## src/hw/rtl/p2oa_pkg.sv

```systemverilog
// ----------------------------------------------------------------------------
// p2oa_pkg
// Shared types, codes and default sizes of the power-of-two offset allocator.
// ----------------------------------------------------------------------------
package p2oa_pkg;

  localparam int REGION_LOG2_DEF = 16;
  localparam int MIN_CLASS_DEF   = 3;
  localparam int MAX_CLASS_DEF   = 16;
  localparam int STACK_DEPTH_DEF = 64;

  localparam int OFF_W   = 16;
  localparam int BYTES_W = 16;

  localparam logic CMD_ALLOC = 1'b0;
  localparam logic CMD_FREE  = 1'b1;

  typedef enum logic [1:0] {
    ST_OK         = 2'd0,
    ST_TOO_LARGE  = 2'd1,
    ST_NO_MEMORY  = 2'd2,
    ST_STACK_FULL = 2'd3
  } status_t;

  typedef enum logic [2:0] {
    S_IDLE,
    S_CLASS,
    S_DECIDE,
    S_SEARCH,
    S_POP_OWN,
    S_POP_SPLIT,
    S_SPLIT,
    S_OUT
  } state_t;

  typedef struct packed {
    logic    capture;
    logic    set_class;
    logic    bump;
    logic    free_top;
    logic    push_free;
    logic    pop;
    logic    take_pop;
    logic    split_init;
    logic    split_step;
    logic    next_class;
    logic    set_stat;
    status_t stat;
  } dp_cmd_t;

  typedef struct packed {
    logic too_large;
    logic is_free;
    logic bump_ok;
    logic disabled;
    logic cnt_nz;
    logic cnt_full;
    logic at_top;
    logic search_end;
    logic split_last;
  } dp_status_t;

endpackage

```

## src/hw/rtl/p2oa_ctrl.sv

```systemverilog
// ----------------------------------------------------------------------------
// p2oa_ctrl
// Sequencer of the allocator: steps one item through class lookup, decision,
// class search, pop and leftover splitting, then offers the result.
// ----------------------------------------------------------------------------
module p2oa_ctrl (
  input  logic                 clk,
  input  logic                 rst,
  input  logic                 in_valid,
  output logic                 in_ready,
  output logic                 out_valid,
  input  logic                 out_ready,
  input  p2oa_pkg::dp_status_t st,
  output p2oa_pkg::dp_cmd_t    cmd
);

  p2oa_pkg::state_t state, state_next;

  always_ff @(posedge clk) begin
    if (rst) begin
      state <= p2oa_pkg::S_IDLE;
    end else begin
      state <= state_next;
    end
  end

  always_comb begin
    state_next = state;
    unique case (state)
      p2oa_pkg::S_IDLE:      if (in_valid) state_next = p2oa_pkg::S_CLASS;
      p2oa_pkg::S_CLASS:     state_next = p2oa_pkg::S_DECIDE;
      p2oa_pkg::S_DECIDE: begin
        if (st.too_large || st.is_free || st.bump_ok || st.disabled) begin
          state_next = p2oa_pkg::S_OUT;
        end else if (st.cnt_nz) begin
          state_next = p2oa_pkg::S_POP_OWN;
        end else begin
          state_next = p2oa_pkg::S_SEARCH;
        end
      end
      p2oa_pkg::S_SEARCH: begin
        if (st.search_end) begin
          state_next = p2oa_pkg::S_OUT;
        end else if (st.cnt_nz) begin
          state_next = p2oa_pkg::S_POP_SPLIT;
        end
      end
      p2oa_pkg::S_POP_OWN:   state_next = p2oa_pkg::S_OUT;
      p2oa_pkg::S_POP_SPLIT: state_next = p2oa_pkg::S_SPLIT;
      p2oa_pkg::S_SPLIT:     if (st.split_last) state_next = p2oa_pkg::S_OUT;
      p2oa_pkg::S_OUT:       if (out_ready) state_next = p2oa_pkg::S_IDLE;
      default:               state_next = p2oa_pkg::S_IDLE;
    endcase
  end

  always_comb begin
    cmd       = '0;
    cmd.stat  = p2oa_pkg::ST_OK;
    in_ready  = 1'b0;
    out_valid = 1'b0;
    unique case (state)
      p2oa_pkg::S_IDLE: begin
        in_ready    = 1'b1;
        cmd.capture = in_valid;
      end
      p2oa_pkg::S_CLASS: cmd.set_class = 1'b1;
      p2oa_pkg::S_DECIDE: begin
        if (st.too_large) begin
          cmd.set_stat = 1'b1;
          cmd.stat     = p2oa_pkg::ST_TOO_LARGE;
        end else if (!st.is_free) begin
          if (st.bump_ok) begin
            cmd.bump = 1'b1;
          end else if (st.disabled) begin
            cmd.set_stat = 1'b1;
            cmd.stat     = p2oa_pkg::ST_NO_MEMORY;
          end else if (st.cnt_nz) begin
            cmd.pop = 1'b1;
          end else begin
            cmd.next_class = 1'b1;
          end
        end else begin
          if (st.at_top) begin
            cmd.free_top = 1'b1;
          end else if (!st.disabled) begin
            if (st.cnt_full) begin
              cmd.set_stat = 1'b1;
              cmd.stat     = p2oa_pkg::ST_STACK_FULL;
            end else begin
              cmd.push_free = 1'b1;
            end
          end
        end
      end
      p2oa_pkg::S_SEARCH: begin
        if (st.search_end) begin
          cmd.set_stat = 1'b1;
          cmd.stat     = p2oa_pkg::ST_NO_MEMORY;
        end else if (st.cnt_nz) begin
          cmd.pop = 1'b1;
        end else begin
          cmd.next_class = 1'b1;
        end
      end
      p2oa_pkg::S_POP_OWN: cmd.take_pop = 1'b1;
      p2oa_pkg::S_POP_SPLIT: begin
        cmd.take_pop   = 1'b1;
        cmd.split_init = 1'b1;
      end
      p2oa_pkg::S_SPLIT: cmd.split_step = 1'b1;
      p2oa_pkg::S_OUT:   out_valid = 1'b1;
      default: ;
    endcase
  end

endmodule

```

## config.mk

```make
export PLATFORM = sky130hd
export DESIGN_NAME = p2oa_ctrl
export DESIGN_NICKNAME = d
export VERILOG_FILES = /design/src/hw/rtl/p2oa_pkg.sv /design/src/hw/rtl/p2oa_ctrl.sv
export SDC_FILE = /design/constraint.sdc
export NUM_CORES = 1
export LEC_CHECK = 0
export ABC_CLOCK_PERIOD_IN_PS = 1800
export BUFFER_PORTS_ARGS = -buffer_cell sky130_fd_sc_hd__buf_2
export CORE_AREA = 2 2 39 41
export CTS_BUF_LIST = sky130_fd_sc_hd__clkbuf_8
export DETAILED_ROUTE_END_ITERATION = 10
export DIE_AREA = 0 0 41 43
export GPL_TIMING_DRIVEN = 0
export RECOVER_POWER = 50
export SLEW_MARGIN = 20
export SYNTH_ARGS = -nofsm -noshare
export SYNTH_HDL_FRONTEND = slang
export SYNTH_SLANG_ARGS = --single-unit
```

## constraint.sdc

```tcl
create_clock -name clk -period 1.8 [get_ports clk]
set_input_delay 0.27 -clock clk [delete_from_list [all_inputs] [get_ports clk]]
set_output_delay 0.27 -clock clk [all_outputs]
set_load 0.005 [all_outputs]
```

==> results of run 1 <==
[worst reg2reg max path: stages (launching register included)]
cell and delay, ns:
dfxtp_1 0.29, buf_4 0.15, nand2_1 0.11, o32ai_1 0.40, mux2i_1 0.22
[metal layers]
| metal | track usage (%) | vias up |
|---|---|---|
| met5 | 0 | - |
| met2 | 22.2 | 28 |
| li1 | - | 279 |
| met1 | 19.8 | 225 |
| met3 | 4.71 | 0 |
| met4 | 2.00 | 0 |
[power by group through the flow]
stage | clock, mW | combinational [mW] | sequential (mW)
finish | 0.185 | 0.472 | 0.122
global route | 0.198 | 0.529 | 0.127
CTS | 0.188 | 0.485 | 0.125
detailed placement | 0 | 0.482 | 0.127
global placement | 0 | 0.482 | 0.127
floorplan | 0 | 0.341 | 0.119
[synth_stat cells, types with 2 or more instances]
master    number
a211oi_1       2
dfxtp_1        3
nand2b_1       3
nand2_1        2
a31oi_1        3
inv_2          2
buf_4          3
nand3_1        2
nor3_1         4
nor2_1        10
[path summary, 6_finish.rpt]
| kind | to | depth (start not counted) | startpoint |
|---|---|---|---|
| setup / recovery | cmd[3] | 5 | st[7] |
| hold / removal | state[2]$_SDFFE_PP0P_ | 2 | rst |
| setup reg to reg | state[1]$_SDFFE_PP0P_ | 4 | state[2]$_SDFFE_PP0P_ |
| hold reg to reg | state[1]$_SDFFE_PP0P_ | 3 | state[1]$_SDFFE_PP0P_ |
[cell usage in the layout (no fill, tap or decap), types with 2 or more instances in the layout]
| master | count |
|---|---|
| dfxtp_1 | 3 |
| clkbuf_1 | 2 |
| a211oi_1 | 2 |
| clkbuf_8 | 3 |
| buf_4 | 3 |
| a31oi_1 | 3 |
| buf_2 | 25 |
| nand3_1 | 2 |
| nor3_1 | 4 |
| nor2_1 | 10 |
| nand2_1 | 3 |
| nand2b_1 | 3 |
| inv_1 | 3 |
[kinds of logic after synthesis]
group / Yosys count / share of synthesized area, %
DFF: 3 / 14.6
and+or+nand+nor: 32 / 45.1
AOI/OAI and AO/OA: 16 / 29.6
muxes: 1 / 2.44
buffers and inverters: 6 / 8.23
[per-stage QoR]
stage	instance area (sq um)	utilization [%]	std cells
after floorplan	410	-	58
after global placement	566	40.9	101
after detailed placement	566	40.9	101
after CTS	611	44.1	105
after global routing	606	43.8	105
final	606	43.8	105
[layout make-up]
cell class,count,area share (%)
buffer,3,3.72
clock buffer,3,6.82
clock inverter,1,0.620
inverter,3,1.86
multi-input combinational,49,51.9
sequential,3,9.92
tap,16,3.31
timing repair buffer,27,21.9
==> results.md, run 1 <==
* Fmax at between 500 and 600 MHz
* Worst Setup Path Type: in -> out
* DR vias at between 500 and 600
* Setup violators final at 0
* Met3 WL at about 100 um
* Fill count at about 160
* Layout cells sized above 1 at between 40% and 50%
* Mapped Nets at 71
* Max Cap Viol at 0
* Clk slew on worst S/H paths at roughly 0.03 ns
* Setup TNS at 0 ns
* Switching power total at about 0.33 mW
* Biggest regs: state: 3 flops
* WP data required at approximately 1.5 ns
* Mapped Cells at 58
* RSZ-0062 raised after global routing: no
* Port bufs at 27
* Pin count of the biggest net entering global routing at 11
* CP max stage delay at around 0.54 ns
* Initial Util at between 20% and 30%
* Placer Congestion at just under 0.8
* Area occupied by registers at approximately 60 sq um
* 1st-iter DRT viols at 7
* Global-route wire length before repair at between 1500 and 2000 um
* Setup bufs post-CTS at 0
* Reg with most FFs: state
* DRT Wirelength at 1140 um
* Worst EP arrival at ~1.5 ns
* Gr ovfl total at 0
* Vias in the first global route at 472
* Core Footprint at between 1000 and 1500 sq um
* Synthesized area at 410 sq um
* Residual DRC at 0
* Chip Width at 41 um
* Worst skew pair latency at approximately 0.21 ns
* Worst-path cell chain: buf_2, or4_4, nand2b_4, a211oi_1, buf_2
* # rows at 14
* Outcome: complete, no violations
* Met2 WL at between 400 and 500 um
* Clock power share at approximately a quarter
* # H-tree levels at 1
* Yosys reg bits at 3
* Setup crit end kind: output port
* Hold Buf Count CTS at 0
* Post-CTS resize count at 0
* M1 WL at 537 um
* CP max-delay cell: or4_4
* Yosys warning count at 0
* Top cells by area, synth: dfxtp_1 15%, nor2_1 9.1%, buf_4 5.5%
* Period utilisation layout at a little over nine tenths
* 1st-pass router iterations at 4
* Tmin final at ~1.7 ns
* Clock Sinks at 3
* Hold Slack at between 0.2 and 0.3 ns
* Worst Hold Class: in -> reg
* Max reg flops at 3
* Pwr/cell area at about 1300 nW/um^2
* Ant. Diodes at 0
* CP most frequent cell: buf_2
* Yosys top cell by area: dfxtp_1
* FFs w/ async S/R, synth at 0%
* Die ar. at between 1500 and 2000 sq um
* Final hold viol count at 0
* CTS Buffer Depth at 2
* Worst Clk Skew at around 0.0017 ns
* Top-area cell type share of the netlist area at roughly 15%
* Share of the yosys chip area belonging to registers at 14.6%
* Crit path max-delay family: simple AND/OR/NAND/NOR gates
* Multi-input logic area at 314 sq um
* Die Ht at roughly 43 um
* HPWL Detailed at 914 um
* Post-route setup slack at approximately 0.054 ns
* Yosys cell types at 34
* Sw frac at 41.8%
* Gr usage total at 14.5%
* Final nets at 103
* Fin. max-slew vios at 0
* Total chip power at ~0.78 mW
* Pint at 0.453 mW
* Area growth syn-to-layout at 47.6%
* Pleak at a little over 0.3 nW
* Worst-Margin Slew at 0.356 ns
* Startpoint Class: input port
* Critical Path Fanout Max at 7
* Root buffer cell: clkbuf_8
* CP Buf/Inv Count at 2
* Comb power frac at 60.6%
* Maximum vdd ir drop at about 510 uV
* CTS tree: built
* Highest metal used: met3
* Post-Syn Area per Cell at roughly 7 sq um
* DR WL/cell at approximately 11 um
* Sequential share of power at approximately 16%
* Synth Flop Type: dfxtp_1
* R2r setup slk at ~0.56 ns
* I/O pins at 28
* Number of synthesized flops with an enable pin at 0
* Max-slew headroom at between 70 and 80%
* Vias/cell at between 5 and 6
* Dpl ws at about 0.068 ns
* Initial antenna violation count at 0
* Final ANT Viol Nets at 0
* Total CTS buffers at 3
Note: power is estimated with default switching activity, not from simulation.
==> run 2, diff against run 1 <==
Settings changed: BUFFER_PORTS_ARGS -buffer_cell sky130_fd_sc_hd__buf_2 to unset, DONT_BUFFER_PORTS set to 1.
==> run 2 against run 1 <==
Net effect: register-to-register slack got worse by 0.26 ns; sequential share of layout area rose by 2.9 points; via count fell by 16%; clock power barely moved; global-route usage fell by 1.7 points; clock skew rose by 0.00063 ns; worst setup slack improved by 0.13 ns; critical path type is now reg -> out; critical endpoint is now cmd[10].
==> results.md, run 2 (synthesized netlist as in run 1, its figures left out) <==
* Worst EP arrival at 1.35 ns (-0.13 ns)
* Vias in the first global route at 382 (-19%)
* Maximum vdd ir drop at 359 uV (-29%)
* Final hold viol count at 0 (unchanged)
* CTS tree: built
* Hold Slack at 0.129 ns (-0.147 ns)
* Outcome: complete, no violations
* WP data required at 1.53 ns (about the same)
* Total chip power at 0.703 mW (-9.8%)
* 1st-iter DRT viols at 4 (-3)
* Hold Buf Count CTS at 0 (unchanged)
* Ant. Diodes at 0 (unchanged)
* Root buffer cell: clkbuf_8
* Worst Hold Class: in -> reg
* Setup crit end kind: output port
* Worst-Margin Slew at 0.411 ns (+0.0554 ns)
* Clock Sinks at 3 (unchanged)
* Worst Setup Path Type: reg -> out
* Initial antenna violation count at 0 (unchanged)
* # H-tree levels at 1 (unchanged)
* Worst skew pair latency at 0.21 ns (about the same)
* Reg with most FFs: state
* Die Ht at 43 um (unchanged)
* 1st-pass router iterations at 4 (unchanged)
* Fin. max-slew vios at 0 (unchanged)
* Core Footprint at 1380 sq um (unchanged)
* HPWL Detailed at 875 um (-4.3%)
* Final Cell Area at 469 sq um (-23%)
* Port bufs at 0 (-100%)
* Pwr/cell area at 1500 nW/um^2 (+16%)
* DRT Wirelength at 1070 um (-6.1%)
* Setup TNS at 0 ns (unchanged)
* Max reg flops at 3 (unchanged)
* Most common cell after layout, fill and taps aside: nor2_1
* Max-slew headroom at 72.6% (-3.6 points)
* Total CTS buffers at 3 (unchanged)
* Tmin final at 1.62 ns (-0.126 ns)
* Clk slew on worst S/H paths at 0.03 ns (about the same)
* Setup bufs post-CTS at 0 (unchanged)
* Fmax at 617 MHz (+7.8%)
* Commonest cells after routing, fill and taps aside: 10 x nor2_1, 4 x nor3_1
* RSZ-0062 raised after global routing: no
* Pleak at 0.183 nW (-40%)
* Biggest regs: state: 3 flops
* Gr ovfl total at 0 (unchanged)
* Area growth syn-to-layout at 14.3%
* Chip Width at 41 um (unchanged)
* Layout cells sized above 1 at 17.7% (-23 points)
* Gr usage total at 12.8% (-1.7 points)
* DR vias at 446 (-16%)
* Final nets at 76 (-26%)
* I/O pins at 28 (unchanged)
* Final ANT Viol Nets at 0 (unchanged)
* # rows at 14 (unchanged)
* Vias/cell at 5.72 (+13%)
* Global-route wire length before repair at 1550 um (-16%)
* CTS Buffer Depth at 2 (unchanged)
* Startpoint Class: flip-flop
* Initial Util at 29.7% (unchanged)
* Post-CTS resize count at 0 (unchanged)
* Worst Clk Skew at 0.00234 ns (+0.000634 ns)
* Setup violators final at 0 (unchanged)
* Residual DRC at 0 (unchanged)
* Period utilisation layout at 90.0% (-7.0 points)
* Placer Congestion at 0.799 (+3.6%)
* DR WL/cell at 13.7 um (+26%)
* Die ar. at 1760 sq um (unchanged)
* Max Cap Viol at 0 (unchanged)
* Critical Path Fanout Max at 9 (+2)
* Pin count of the biggest net entering global routing at 11 (unchanged)
* Dpl cell area at 430 sq um (-24%)
==> run 2: stage by stage <==
stage / setup slack (ns) / cells / util (%)
finish: 0.180 / 78 / 33.9
global route: 0.0940 / 78 / 33.9
CTS: 0.188 / 78 / 34.4
detailed placement: 0.272 / 74 / 31.1
global placement: 0.275 / 74 / 31.1
floorplan: 0.350 / 58 / -
==> run 2: metal layers <==
metal / up-vias / GRT usage [%] / wire length, um
met2: 25 / 18.4 / 484
met1: 193 / 15.9 / 461
li1: 228 / - / -
met4: 0 / 4.00 / 0
met5: - / 0 / 0
met3: 0 / 6.81 / 121
==> run 2: worst paths after layout <==
check                             start               endpoint  slack [ns]  depth (start not counted)
hold reg to reg   state[1]$_SDFFE_PP0P_  state[1]$_SDFFE_PP0P_        0.69                          3
setup / recovery  state[2]$_SDFFE_PP0P_                cmd[10]        0.18                          4
setup reg to reg  state[2]$_SDFFE_PP0P_  state[1]$_SDFFE_PP0P_        0.30                          4
hold / removal                      rst  state[2]$_SDFFE_PP0P_        0.13                          1
==> run 2: worst max-delay path, stage by stage, from the launching register on <==
cell and delay (ns):
dfxtp_1 0.28, clkbuf_1 0.21, inv_2 0.14, nand3_1 0.12
nor4b_1 0.39
==> run 2: area by class of cell <==
class	count	area, sq um
Fill cell	162	915
Multi-Input combinational cell	49	314
Sequential cell	3	60.1
Clock buffer	3	41.3
Tap cell	16	20.0
Buffer	3	18.8
Inverter	3	11.3
Clock inverter	1	3.75
==> run 2: where the power goes <==
group,internal [mW],switching [mW]
clock network,0.145,0.0393
logic,0.154,0.241
registers,0.0968,0.0265
